**src/rtl/core/stdc_pkg.sv**
```systemverilog
`timescale 1ns / 1ps

package stdc_pkg;

    // Field widths
    localparam int LEVEL_W  = 15;
    localparam int BUTTON_W = 14;
    localparam int RSUM_W   = 16;   // button + cv without overflow
    localparam int NUM_TRIG = 8;

    // Level fed to an unpatched stage whose predecessor is clear (10 V)
    localparam logic signed [LEVEL_W-1:0] FULL_MV = 15'sd10000;

    // Register indexes on the configuration port
    localparam logic CFG_HIGH_THR = 1'b0;
    localparam logic CFG_LOW_THR  = 1'b1;

    localparam logic signed [LEVEL_W-1:0] HIGH_THR_RESET = 15'sd1000;
    localparam logic signed [LEVEL_W-1:0] LOW_THR_RESET  = 15'sd0;

    typedef enum logic [1:0] {
        Q_UNKNOWN = 2'd0,
        Q_LOW     = 2'd1,
        Q_HIGH    = 2'd2
    } qual_t;

    typedef struct packed {
        qual_t q_next;
        logic  rise;
    } qual_res_t;

endpackage

```
**src/rtl/core/stdc_schmitt.sv**
```systemverilog
`timescale 1ns / 1ps

module stdc_schmitt
    import stdc_pkg::*;
#(
    parameter int LEVEL_BITS = 15
)
(
    input  logic signed [LEVEL_BITS-1:0] level,
    input  logic signed [LEVEL_W-1:0]    high_thr,
    input  logic signed [LEVEL_W-1:0]    low_thr,
    input  qual_t                        q,
    output qual_res_t                    res
);

    logic signed [LEVEL_BITS-1:0] high_ext;
    logic signed [LEVEL_BITS-1:0] low_ext;
    logic                         at_high;
    logic                         at_low;

    assign high_ext = LEVEL_BITS'(high_thr);
    assign low_ext  = LEVEL_BITS'(low_thr);
    assign at_high  = (level >= high_ext);
    assign at_low   = (level <= low_ext);

    // from the unknown state the high test wins when both thresholds are met
    always_comb
    begin
        res.q_next = q;
        res.rise   = 1'b0;
        unique case (q)
            Q_LOW:
            begin
                if (at_high)
                begin
                    res.q_next = Q_HIGH;
                    res.rise   = 1'b1;
                end
            end
            Q_HIGH:
            begin
                if (at_low)
                begin
                    res.q_next = Q_LOW;
                end
            end
            default:
            begin
                if (at_high)
                begin
                    res.q_next = Q_HIGH;
                end
                else if (at_low)
                begin
                    res.q_next = Q_LOW;
                end
                else
                begin
                    res.q_next = Q_UNKNOWN;
                end
            end
        endcase
    end

endmodule

```
**src/rtl/core/schmitt_toggle_divider_chain_core.sv**
```systemverilog
`timescale 1ns / 1ps

// Channel  Handshake              Payload
// -------  ---------------------  ---------------------------------------------
// in       in_valid / in_ready    trig_level_1..8, patched_mask,
//                                 reset_button_mv, reset_cv_mv
// out      out_valid / out_ready  stage_bits
// cfg      cfg_valid / cfg_ready  cfg_index, cfg_data
//
// One beat per cycle sustained while out_ready stays high; a taken beat passes from
// the input register through one qualify/toggle pass into the result register.
// The chain state is updated in the same cycle the result register loads, so the
// following beat already sees it.
// Reset: toggles cleared, all qualifiers unknown, thresholds 1000 mV / 0 mV.
// Stalls: in_ready falls only while the input register is full and the result
// waits on out_ready. cfg_ready is always high.

module schmitt_toggle_divider_chain_core
    import stdc_pkg::*;
#(
    parameter int STAGES = 8
)
(
    input  logic                        clk,
    input  logic                        rst_n,

    input  logic                        in_valid,
    output logic                        in_ready,
    input  logic signed [LEVEL_W-1:0]   trig_level_1,
    input  logic signed [LEVEL_W-1:0]   trig_level_2,
    input  logic signed [LEVEL_W-1:0]   trig_level_3,
    input  logic signed [LEVEL_W-1:0]   trig_level_4,
    input  logic signed [LEVEL_W-1:0]   trig_level_5,
    input  logic signed [LEVEL_W-1:0]   trig_level_6,
    input  logic signed [LEVEL_W-1:0]   trig_level_7,
    input  logic signed [LEVEL_W-1:0]   trig_level_8,
    input  logic [NUM_TRIG-1:0]         patched_mask,
    input  logic [BUTTON_W-1:0]         reset_button_mv,
    input  logic signed [LEVEL_W-1:0]   reset_cv_mv,

    output logic                        out_valid,
    input  logic                        out_ready,
    output logic [NUM_TRIG-1:0]         stage_bits,

    input  logic                        cfg_valid,
    output logic                        cfg_ready,
    input  logic                        cfg_index,
    input  logic signed [LEVEL_W-1:0]   cfg_data
);

    // ------------------------------------------------------------------
    // Configuration registers
    // ------------------------------------------------------------------
    logic signed [LEVEL_W-1:0] high_thr_reg;
    logic signed [LEVEL_W-1:0] low_thr_reg;

    assign cfg_ready = 1'b1;

    always_ff @(posedge clk or negedge rst_n)
    begin
        if (!rst_n)
        begin
            high_thr_reg <= HIGH_THR_RESET;
            low_thr_reg  <= LOW_THR_RESET;
        end
        else if (cfg_valid)
        begin
            unique case (cfg_index)
                CFG_HIGH_THR: high_thr_reg <= cfg_data;
                CFG_LOW_THR:  low_thr_reg  <= cfg_data;
                default:      high_thr_reg <= high_thr_reg;
            endcase
        end
    end

    // ------------------------------------------------------------------
    // Pipeline control: input register feeds result register
    // ------------------------------------------------------------------
    logic in_valid_reg;
    logic out_valid_reg;
    logic advance;

    assign advance   = in_valid_reg && (!out_valid_reg || out_ready);
    assign in_ready  = !in_valid_reg || advance;
    assign out_valid = out_valid_reg;

    always_ff @(posedge clk or negedge rst_n)
    begin
        if (!rst_n)
        begin
            in_valid_reg  <= 1'b0;
            out_valid_reg <= 1'b0;
        end
        else
        begin
            if (in_ready)
            begin
                in_valid_reg <= in_valid;
            end
            if (advance)
            begin
                out_valid_reg <= 1'b1;
            end
            else if (out_ready)
            begin
                out_valid_reg <= 1'b0;
            end
        end
    end

    // Input payload register (no reset, qualified by in_valid_reg)
    logic signed [LEVEL_W-1:0] trig_reg [NUM_TRIG];
    logic [NUM_TRIG-1:0]       mask_reg;
    logic [BUTTON_W-1:0]       button_reg;
    logic signed [LEVEL_W-1:0] cv_reg;

    always_ff @(posedge clk)
    begin
        if (in_valid && in_ready)
        begin
            trig_reg[0] <= trig_level_1;
            trig_reg[1] <= trig_level_2;
            trig_reg[2] <= trig_level_3;
            trig_reg[3] <= trig_level_4;
            trig_reg[4] <= trig_level_5;
            trig_reg[5] <= trig_level_6;
            trig_reg[6] <= trig_level_7;
            trig_reg[7] <= trig_level_8;
            mask_reg    <= patched_mask;
            button_reg  <= reset_button_mv;
            cv_reg      <= reset_cv_mv;
        end
    end

    // ------------------------------------------------------------------
    // Chain state
    // ------------------------------------------------------------------
    logic [STAGES-1:0] toggle_reg;
    logic [STAGES-1:0] toggle_next;
    qual_t             qual_reg  [STAGES];
    qual_t             qual_next [STAGES];
    qual_t             rst_qual_reg;
    qual_res_t         rst_res;
    logic signed [RSUM_W-1:0] rsum;
    logic [NUM_TRIG-1:0] bits_next;
    logic [NUM_TRIG-1:0] stage_bits_reg;

    // reset sum: button is unsigned, widened before the add
    assign rsum = $signed({{(RSUM_W-BUTTON_W){1'b0}}, button_reg}) + RSUM_W'(cv_reg);

    stdc_schmitt #(
        .LEVEL_BITS (RSUM_W)
    ) u_rst_qual (
        .level    (rsum),
        .high_thr (high_thr_reg),
        .low_thr  (low_thr_reg),
        .q        (rst_qual_reg),
        .res      (rst_res)
    );

    genvar i;
    generate
        for (i = 0; i < STAGES; i++)
        begin : g_stage
            logic signed [LEVEL_W-1:0] level;
            qual_res_t                 res;

            // unpatched stage sees the inverted previous output of its neighbour; stage 0 always takes trig_level_1
            if (i == 0)
            begin : g_first
                assign level = trig_reg[0];
            end
            else
            begin : g_rest
                assign level = mask_reg[i] ? trig_reg[i]
                             : (toggle_reg[i-1] ? '0 : FULL_MV);
            end

            stdc_schmitt #(
                .LEVEL_BITS (LEVEL_W)
            ) u_qual (
                .level    (level),
                .high_thr (high_thr_reg),
                .low_thr  (low_thr_reg),
                .q        (qual_reg[i]),
                .res      (res)
            );

            // reset edge overrides any toggle in the same sample
            assign toggle_next[i] = rst_res.rise ? 1'b0 : (toggle_reg[i] ^ res.rise);
            assign qual_next[i]   = rst_res.rise ? Q_UNKNOWN : res.q_next;

            always_ff @(posedge clk or negedge rst_n)
            begin
                if (!rst_n)
                begin
                    toggle_reg[i] <= 1'b0;
                    qual_reg[i]   <= Q_UNKNOWN;
                end
                else if (advance)
                begin
                    toggle_reg[i] <= toggle_next[i];
                    qual_reg[i]   <= qual_next[i];
                end
            end
        end
    endgenerate

    always_comb
    begin
        bits_next = '0;
        bits_next[STAGES-1:0] = toggle_next;
    end

    always_ff @(posedge clk or negedge rst_n)
    begin
        if (!rst_n)
        begin
            rst_qual_reg <= Q_UNKNOWN;
        end
        else if (advance)
        begin
            rst_qual_reg <= rst_res.q_next;
        end
    end

    // result register
    always_ff @(posedge clk)
    begin
        if (advance)
        begin
            stage_bits_reg <= bits_next;
        end
    end

    assign stage_bits = stage_bits_reg;

    // ------------------------------------------------------------------
    // Assertions
    // ------------------------------------------------------------------
    a_result_tracks_state: assert property (@(posedge clk) disable iff (!rst_n)
        out_valid_reg |-> (stage_bits_reg[STAGES-1:0] == toggle_reg))
        else $error("result does not match chain state");

    a_reset_edge_clears: assert property (@(posedge clk) disable iff (!rst_n)
        (advance && rst_res.rise) |=> (toggle_reg == '0 && qual_reg[0] == Q_UNKNOWN))
        else $error("reset edge did not clear the chain");

    a_no_overwrite: assert property (@(posedge clk) disable iff (!rst_n)
        (in_valid_reg && out_valid_reg && !out_ready) |-> !in_ready)
        else $error("input taken while pipeline full");

    a_advance_gives_result: assert property (@(posedge clk) disable iff (!rst_n)
        advance |=> out_valid_reg)
        else $error("advanced beat produced no result");

endmodule
```
**config.mk**
```make
export PLATFORM = sky130hd
export DESIGN_NAME = schmitt_toggle_divider_chain_core
export DESIGN_NICKNAME = d
export VERILOG_FILES = /design/src/rtl/core/stdc_pkg.sv /design/src/rtl/core/stdc_schmitt.sv /design/src/rtl/core/schmitt_toggle_divider_chain_core.sv
export SDC_FILE = /design/constraint.sdc
export NUM_CORES = 1
export LEC_CHECK = 0
export BUFFER_PORTS_ARGS = -buffer_cell sky130_fd_sc_hd__buf_2
export CAP_MARGIN = 20
export CORE_ASPECT_RATIO = 1.5
export CORE_MARGIN = 5
export CORE_UTILIZATION = 55
export CTS_BUF_LIST = sky130_fd_sc_hd__clkbuf_4
export DETAILED_ROUTE_END_ITERATION = 7
export PLACE_DENSITY = 0.76
export SETUP_SLACK_MARGIN = 0.05
export SLEW_MARGIN = 20
export SYNTH_ARGS = -nofsm -noshare
export SYNTH_HDL_FRONTEND = slang
export SYNTH_SLANG_ARGS = --single-unit
```
**constraint.sdc**
```tcl
create_clock -name clk -period 6.5 [get_ports clk]
set_input_delay 1.3 -clock clk [delete_from_list [all_inputs] [get_ports clk]]
set_output_delay 1.3 -clock clk [all_outputs]
set_load 0.02 [all_outputs]
```
Yosys cells after proc, flatten, opt, wreduce, memory -nomap -nowiden
Memories as Yosys holds them, arrays and structs flattened.
Index checks and enable logic that the tools add are counted.
- bits in registers: 103
- logic and storage cells: 196
- output and inout port bits: 11
- memories kept: 1
- bits of input ports: 178
- bits in writable memories: 120
- reductions and logical operators: 18
- multiplexer cells: 88
- bitwise logic cells: 9
- magnitude comparators: 18
- $add $sub $neg: 1
- equal/unequal tests: 36
- memories (memory ; words ; bits a word ; rd ports ; clocked after Yosys merged registers in ; wr ports ; RTL line ; RTL):
    trig_reg ; 8 ; 15 ; 8 ; 0 ; 8 ; schmitt_toggle_divider_chain_core.sv:112 ; logic signed [LEVEL_W-1:0] trig_reg [NUM_TRIG];
- operators with widths (kind ; count):
    15-bit >= comparator ; 8
    15-bit less-or-equal comparator ; 8
    15-bit two-way mux ; 7
    14-bit two-way mux ; 7
    2-bit two-way mux ; 26
    3-bit by 2-bit inequality test with 1-bit output, second input constant ; 16
    2-bit one-hot mux with 2 select lines ; 9
    1-bit two-way mux ; 30
    3-bit two-way mux ; 9
    3-bit AND reduction ; 9
    2-bit by 1-bit == test with 1-bit output, second input constant ; 9
    2-bit == test, second input constant ; 9
    15-bit by 15-bit adder with 16-bit output ; 1
    16-bit by 15-bit >= comparator with 1-bit output ; 1
    16-bit by 15-bit less-or-equal comparator with 1-bit output ; 1
    1-bit bitwise XOR ; 8
    2-bit by 1-bit inequality test with 1-bit output, second input constant ; 2
    2-bit AND reduction ; 2
    1-bit logical AND ; 2
    1-bit logical NOT ; 2
    1-bit logical OR ; 2
    2-bit nonzero test ; 1
    1-bit NOT ; 1

Longest topological paths before layout
Gate-level depths: netlist of run 1.
- depth after elaboration: 7
- gate-level depth with buffers: 22
- gate-level depth less buffers: 20

Modules after synthesis
Synthesis of run 1 repeated with hierarchy kept, for this count alone.
- cell total of the unflattened synthesis: 1701
- area, all modules: 16761.1 um^2
- modules (own cells, without submodules) (module ; area an instance (um^2) ; sequential area each (um^2) ; times used ; cells each):
    schmitt_toggle_divider_chain_core ; 8679.6 ; 6383.6 ; 1 ; 542
    stdc_schmitt at g_stage[0].u_qual ... ; 883.3 ; 0.0 ; 8 ; 127
    stdc_schmitt at u_rst_qual ; 1014.7 ; 0.0 ; 1 ; 143

Worst setup path before layout of run 1
Ideal clock, no wire load.
- kind: input -> register
- from: input port out_ready
- to: register button_reg[0], enable pin
- library setup time: 0.534 ns
- buffers on the path: 0
- slack: 0.797 ns
- arrival time: 5.170 ns
- stages on the path: 2
- data required time: 5.966 ns
- path through: nand3b_1 -> and2_1
- longest elaborated chain between the ends: 4
- ends and longest elaborated chain (element ; RTL line ; RTL):
    start: declaration ; schmitt_toggle_divider_chain_core.sv:42 ; input logic out_ready,
    1-bit logical OR ; schmitt_toggle_divider_chain_core.sv:83 ; assign advance = in_valid_reg && (!out_valid_reg || out_ready);
    1-bit logical AND ; schmitt_toggle_divider_chain_core.sv:83 ;
    1-bit logical OR ; schmitt_toggle_divider_chain_core.sv:84 ; assign in_ready = !in_valid_reg || advance;
    1-bit logical AND ; schmitt_toggle_divider_chain_core.sv:119 ; if (in_valid && in_ready)
    end signal: assignment ; schmitt_toggle_divider_chain_core.sv:130 ; button_reg <= reset_button_mv;
    end: declaration ; schmitt_toggle_divider_chain_core.sv:114 ; logic [BUTTON_W-1:0] button_reg;
Every way passes these cells.
A chain may end at the register's enable or synchronous reset.

Worst setup path after layout of run 1
- from: register button_reg[0]
- to: register qual_reg[12] (netlist name)
- longest elaborated chain between the ends: 6
- elaborated cells between the ends (all ways): 8
- classes of those cells: add/sub: 1; order compare: 1; eq/ne: 2; mux: 3; reduce/logical: 1
- ends and longest elaborated chain (element ; RTL line ; RTL):
    15-bit by 15-bit adder with 16-bit output * ; schmitt_toggle_divider_chain_core.sv:149 ; assign rsum = $signed({{(RSUM_W-BUTTON_W){1'b0}}, button_reg}) + RSUM_W'(cv_reg);
    16-bit by 15-bit >= comparator with 1-bit output * ; stdc_schmitt.sv:23 ; assign at_high = (level >= high_ext);
    3-bit two-way mux * ; stdc_schmitt.sv:34 ; if (at_high)
    1-bit two-way mux * ; stdc_schmitt.sv:31 ; unique case (q)
    3-bit by 2-bit inequality test with 1-bit output (no source line) ; n/a ;
    3-bit AND reduction (no source line) ; n/a ;
    end signal: indexed assignment ; schmitt_toggle_divider_chain_core.sv:203 ; qual_reg[i] <= qual_next[i];
    end: declaration ; schmitt_toggle_divider_chain_core.sv:140 ; qual_t qual_reg [STAGES];
Every way passes the cells marked *; elsewhere a longest branch is shown, timed or not. The select of a mux whose other input is x is not followed.

==> results of run 1 <==
## report_power, final
part	total (uW)	internal [uW]	switching [uW]
registers	1860	1730	134
logic	1930	784	1150
clock network	1210	628	581
## cells by family (layout without fill, tap and decap cells)
kind of cell	after synthesis	after routing	share of synthesized area (%)
compound gates	356	356	15.21
xor+xnor	18	18	1.028
fa+ha+maj	305	305	24.94
buf+inv	105	378	2.693
flops	222	222	41.64
mux	37	37	2.620
other cells	1	4	0.02446
simple gates	356	356	11.83
## cell usage in the layout, fill, tap and decap left out, drive strengths merged, types with 9 or more instances in the layout
master / instances
xnor2: 9
clkinv: 17
nand4: 38
mux2: 25
mux2i: 12
buf: 190
nor3: 12
a21oi: 110
nor2: 77
nand2: 79
o21ai: 65
and2: 65
nand3: 38
dfrtp: 52
xor2: 9
a211oi: 31
a21o: 39
inv: 86
edfxtp: 164
ha: 304
clkbuf: 84
nand3b: 18
o2bb2ai: 11
o211ai: 18
o31ai: 10
## metrics by stage
stage,instance area (sq um),util (%),setup slack (ns),hold WS (ns),power (uW)
after global routing,17380,62.58,0.9303,0.5106,5346
after detailed placement,16650,59.95,1.492,0.4902,3784
after floorplan,15330,-,0.7966,0.4572,3222
after CTS,17380,62.56,1.433,0.4931,5011
after global placement,16650,59.95,1.562,0.4742,3670
final,17390,62.59,1.430,0.4950,5000
## metal layers
metal	GRT usage, %	vias up	share of wire [%]
met1	29.58	5670	37
li1	-	5851	-
met2	44.75	527	48
met4	17.04	2	7.2
met5	0	-	0.017
met3	4.989	170	7.0
## path summary, 6_finish.rpt
path | endpoint | from | depth (start not counted)
worst max-delay path | qual_reg[12] | button_reg[0] | 21
worst min-delay path | out_valid | in_valid_reg | 1
worst max register to register | qual_reg[12] | button_reg[0] | 21
worst min register to register | out_valid | in_valid_reg | 1
max in group asynchronous | high_thr_reg[0] | rst_n | 2
min in group asynchronous | qual_reg[3] | rst_n | 2
## final cells by class
cell class,count,area [sq um],area share [%]
sequential,222,6384,36.72
multi-input combinational,1073,8536,49.10
clock buffer,84,630.6,3.627
timing repair buffer,190,973.4,5.599
clock inverter,17,95.09,0.5470
antenna,3,7.507,0.04318
inverter,87,326.6,1.878
tap,346,432.9,2.490
==> summary.md, run 1 <==
| Metric | Value |
|---|---|
| Status | completed |
| Post-synth EDFFs | 164 |
| Avg Inst Size Synth | 10.95 sq um |
| Starting Density | 55.19% |
| Max Freq | 197.2 MHz |
| Post-CTS setup buffer count | 0 |
| Final setup TNS | 0 ns |
| IO buf count | 186 |
| CTS clk-pin slew, worst paths | 0.07 ns |
| Rel. slew slack | 35.82% |
| Slew Limit Fails | 0 |
| Final setup violating endpoints | 0 |
| Cells after Synth | 1,400 |
| Post-synthesis register bit count | 222 |
| Core region area | 27,780 sq um |
| Initial antenna violation count | 3 |
| Final nets | 2,113 |
| Crit-path slowest cell | nor2_2 |
| R2R Setup Slk | 1.43 ns |
| Fin crit period | 5.070 ns |
| Die height | 214.5 um |
| Max reg flops | 120 |
| GRT Util Overall | 26.12% |
| TritonCTS Buffers | 56 |
| Most frequent cell after synthesis | ha_1 |
| Detail Route Antenna Nets | 0 |
| Max stage delay on crit path | 0.53 ns |
| Number of hold buffers added after CTS | 0 |
| Clk Latency, worst-skew pair | 0.75 ns |
| Clk buf depth | 3 |
| Largest cells by area after synthesis | edfxtp_1 32%, ha_1 25%, dfrtp_1 8.5%, a21oi_1 3.6%, and2_1 2.7% |
| PD cells | 287.6 nW/um^2 |
| Post-Syn Nets | 1,883 |
| # rows | 75 |
| Total grt overflow | 0 |
| Hold Vio Cnt, Final | 0 |
| Worst Hold Class | reg -> reg |
| Mapped Area | 15,330 sq um |
| Largest net degree at the start of global routing | 86 |
| CTS tree | done |
| Pleak | 0.007848 uW |
| Via count | 12,220 |
| Global-route wire length before repair | 63,830 um |
| Worst-Margin Slew | 0.9627 ns |
| Main synth FF type | edfxtp_1 |
| Dpl hpwl | 30,000 um |
| Iter 0 DRT Violations | 756 |
| Top cell by count, worst path | ha_1 |
| Critical Path AT | 5.74 ns |
| Depth of the CTS H-tree | 2 |
| Layout cells sized above 1 | 19.13% |
| CP Launch Type | flip-flop |
| Max Cap Viol | 0 |
| GPL Wtd Cong | 0.8711 |
| Crit-path max FO | 17 |
| Clock Skew | 0.03162 ns |
| Top cell type's share of synthesized area | 32.13% |
| Sequential fraction of the synthesis area | 41.64% |
| Placed Cells | 1,918 |
| CTS Sinks | 222 |
| Max VDD drop | 0.1677 mV |
| Yosys top cell by area | edfxtp_1 |
| Netlist cell types | 67 |
| Synth async-reset ratio | 26.13% |
| Worst Path Buf+Inv | 2 |
| Synthesis-to-finish area growth | 13.41% |
| Final wirelength | 41,560 um |
| Synth cell count leaders | 304 x ha_1, 164 x edfxtp_1, 110 x a21oi_1 |
| Die area | 31,380 sq um |
| Layout Cells excl Fill | 2,022 |
| Final period utilization | 78.01% |
| CP cell instances | ha_1 -> inv_1 -> fa_1 -> nor2b_4 -> o31a_1 -> or2_1 -> a211o_2 -> a2111oi_2 -> o21bai_1 -> a21oi_1 -> xnor2_1 -> ha_1 -> nand4_1 -> nor3_1 -> a21boi_1 -> a2111oi_0 -> o2bb2ai_1 -> nor2b_1 -> buf_4 -> nor2_2 -> a32o_1 |
| Via-per-instance ratio | 6.044 |
| First-pass iteration count of the detailed router | 6 |
| Number of global-route vias before repair | 12,530 |
| Root Driver | clkbuf_4 |
| Ys Warns | 0 |
| Io pins | 189 |
| Critical Path End Type | flip-flop |
| CP Data Required Time | 7.17 ns |
| DIE WIDTH | 146.3 um |
| Fillcell total | 2,262 |
| RSZ-0062 raised after global routing | false |
| DR WL/cell | 20.55 um |
| CP top delay family | compound AO/OA/AOI/OAI gates |
| # resized after CTS | 0 |
| CP Class | reg -> reg |
| DRC errors left | 0 |
No activity file was read; power rests on OpenSTA's default activity.
==> inputs of run 2 (changes only) <==
==> constraint.sdc (replaced) <==
create_clock -name clk -period 4.85 [get_ports clk]
set_input_delay 0.97 -clock clk [delete_from_list [all_inputs] [get_ports clk]]
set_output_delay 0.97 -clock clk [all_outputs]
set_load 0.02 [all_outputs]
==> summary.md, run 2 (synthesized netlist as in run 1, its figures left out) <==
| Metric | Value |
|---|---|
| Starting Density | 55.19% (unchanged) |
| PD cells | 386.2 nW/um^2 (was 287.6 nW/um^2) |
| Dpl hpwl | 29,990 um (was 30,000 um) |
| Sw Share | 37.72% (was 37.20%) |
| Slew Limit Fails | 0 (unchanged) |
| GPL Wtd Cong | 0.9195 (was 0.8711) |
| Via-per-instance ratio | 6.102 (was 6.044) |
| Final wirelength | 41,670 um (was 41,560 um) |
| P_sw | 2545 uW (was 1860 uW) |
| DRC errors left | 0 (unchanged) |
| Commonest non-fill, non-tap cell in the layout | ha_1 (unchanged) |
| Core region area | 27,780 sq um (unchanged) |
| Max Freq | 219.7 MHz (was 197.2 MHz) |
| Most frequent cells in the layout | 304 x ha_1, 186 x buf_2, 164 x edfxtp_1 (unchanged) |
| CP Data Required Time | 5.50 ns (was 7.17 ns) |
| Clock Skew | 0.04524 ns (was 0.03162 ns) |
| Final period utilization | 93.85% (was 78.01%) |
| Io pins | 189 (unchanged) |
| Synthesis-to-finish area growth | 13.97% (was 13.41%) |
| Fin crit period | 4.552 ns (was 5.070 ns) |
| CTS Sinks | 222 (unchanged) |
| Clk Latency, worst-skew pair | 0.77 ns (was 0.75 ns) |
| Hold Vio Cnt, Final | 0 (unchanged) |
| TritonCTS Buffers | 54 (was 56) |
| Global-route wire length before repair | 64,000 um (was 63,830 um) |
| Overall power | 6747 uW (was 5000 uW) |
| CP Launch Type | flip-flop (unchanged) |
| CTS clk-pin slew, worst paths | 0.08 ns (was 0.07 ns) |
| Final core occ | 62.90% (was 62.59%) |
| Layout cells sized above 1 | 19.90% (was 19.13%) |
| Detail Route Antenna Nets | 0 (unchanged) |
| GRT Util Overall | 25.99% (was 26.12%) |
| Die area | 31,380 sq um (unchanged) |
| Post-CTS setup buffer count | 0 (unchanged) |
| Critical Path AT | 5.20 ns (was 5.74 ns) |
| DIE WIDTH | 146.3 um (unchanged) |
| Number of global-route vias before repair | 12,580 (was 12,530) |
| Rel. slew slack | 44.90% (was 35.82%) |
| Critical Path End Type | flip-flop (unchanged) |
| Initial antenna violation count | 5 (was 3) |
| RSZ-0062 raised after global routing | false (unchanged) |
| Final nets | 2,114 (was 2,113) |
| Iter 0 DRT Violations | 730 (was 756) |
| Max Cap Viol | 0 (unchanged) |
| Depth of the CTS H-tree | 2 (unchanged) |
| Clock share of power | 24.0% (was 24.2%) |
| First-pass iteration count of the detailed router | 5 (was 6) |
| Status | completed (unchanged) |
| Crit-path max FO | 4 (was 17) |
| Internal | 4202 uW (was 3140 uW) |
| Layout Cells excl Fill | 2,023 (was 2,022) |
| Worst Hold Class | in -> async (was reg -> reg) |
| # rows | 75 (unchanged) |
| IO buf count | 186 (unchanged) |
| Share of power burned in registers | 37.0% (was 37.2%) |
| Root Driver | clkbuf_4 (unchanged) |
| Max VDD drop | 0.2243 mV (was 0.1677 mV) |
| Final setup violating endpoints | 0 (unchanged) |
| Worst-Margin Slew | 0.8256 ns (was 0.9627 ns) |
| Pleak | 0.007868 uW (was 0.007848 uW) |
| Hold slack | 0.1321 ns (was 0.4950 ns) |
| Total grt overflow | 0 (unchanged) |
| Clk buf depth | 3 (unchanged) |
| Largest net degree at the start of global routing | 74 (was 86) |
| Die height | 214.5 um (unchanged) |
| Max reg flops | 120 (unchanged) |
| Via count | 12,340 (was 12,220) |
| CTS tree | done (unchanged) |
| Placed Cells | 1,921 (was 1,918) |
| Gate power share | 39.0% (was 38.6%) |
| DR WL/cell | 20.60 um (was 20.55 um) |
| CP Class | reg -> reg (unchanged) |
| Final setup TNS | 0 ns (unchanged) |
run 2: what timing repair did:
| item | CTS | global route |
|---|---|---|
| setup endpoints to repair | 19 | 34 |
| hold buffers | 0 | 0 |
| gates resized for setup | 4 | 21 |
| pin swaps | 1 | 7 |
run 2: per-stage QoR:
| step | cell area (sq um) | setup WS, ns |
|---|---|---|
| floorplan | 15330 | 0.5689 |
| detailed placement | 16680 | -0.04851 |
| global placement | 16680 | 0.1157 |
| finish | 17470 | 0.2981 |
| CTS | 17400 | 0.05430 |
| global route | 17470 | 0.06059 |
run 2: area by class of cell:
class,instances,area (sq um)
sequential,222,6384
multi-input combinational,1073,8611
timing repair buffer,193,999.7
antenna,4,10.01
fill,2268,10300
clock inverter,24,152.6
inverter,87,326.6
clock buffer,74,555.5
tap,346,432.9
run 2: path summary, 6_finish.rpt:
kind	start	end	slack, ns	depth (start not counted)
min reg2reg	in_valid_reg	out_valid	0.49	1
max in group asynchronous	rst_n	high_thr_reg[3]	3.77	2
max	button_reg[0]	rst_qual_reg[1]	0.30	19
min	rst_n	qual_reg[9]	0.13	1
min in group clk	trig_level_8[13]	trig_reg[1][58]	0.38	1
max reg2reg	button_reg[0]	rst_qual_reg[1]	0.30	19
run 2: routing by layer:
| metal | GRT usage [%] | share of wire (%) |
|---|---|---|
| met5 | 0 | 0.082 |
| met4 | 18.02 | 7.4 |
| met3 | 4.863 | 6.2 |
| met2 | 44.69 | 49 |
| met1 | 28.88 | 37 |
run 2: critical path, stage by stage (launching register included):
cell and delay [ns]:
edfxtp_1 0.38, ha_1 0.23, inv_1 0.07, fa_2 0.23, nor2b_4 0.05, o31a_1 0.24
or2_1 0.25, a211o_2 0.37, a2111oi_4 0.31, o21bai_1 0.13, a21oi_2 0.14, xnor2_1 0.13
ha_1 0.34, nand4_1 0.14, or4_1 0.58, o221ai_2 0.17, xnor2_1 0.14, o21ai_1 0.14
o21ai_2 0.22, mux2i_1 0.21
run 2: power groups by stage:
stage | clock network (uW) | logic, uW | registers (uW)
finish | 1620 | 2630 | 2500
global route | 1760 | 2930 | 2520
CTS | 1660 | 2560 | 2490
detailed placement | 0 | 2540 | 2530
global placement | 0 | 2390 | 2530
floorplan | 0 | 1820 | 2490
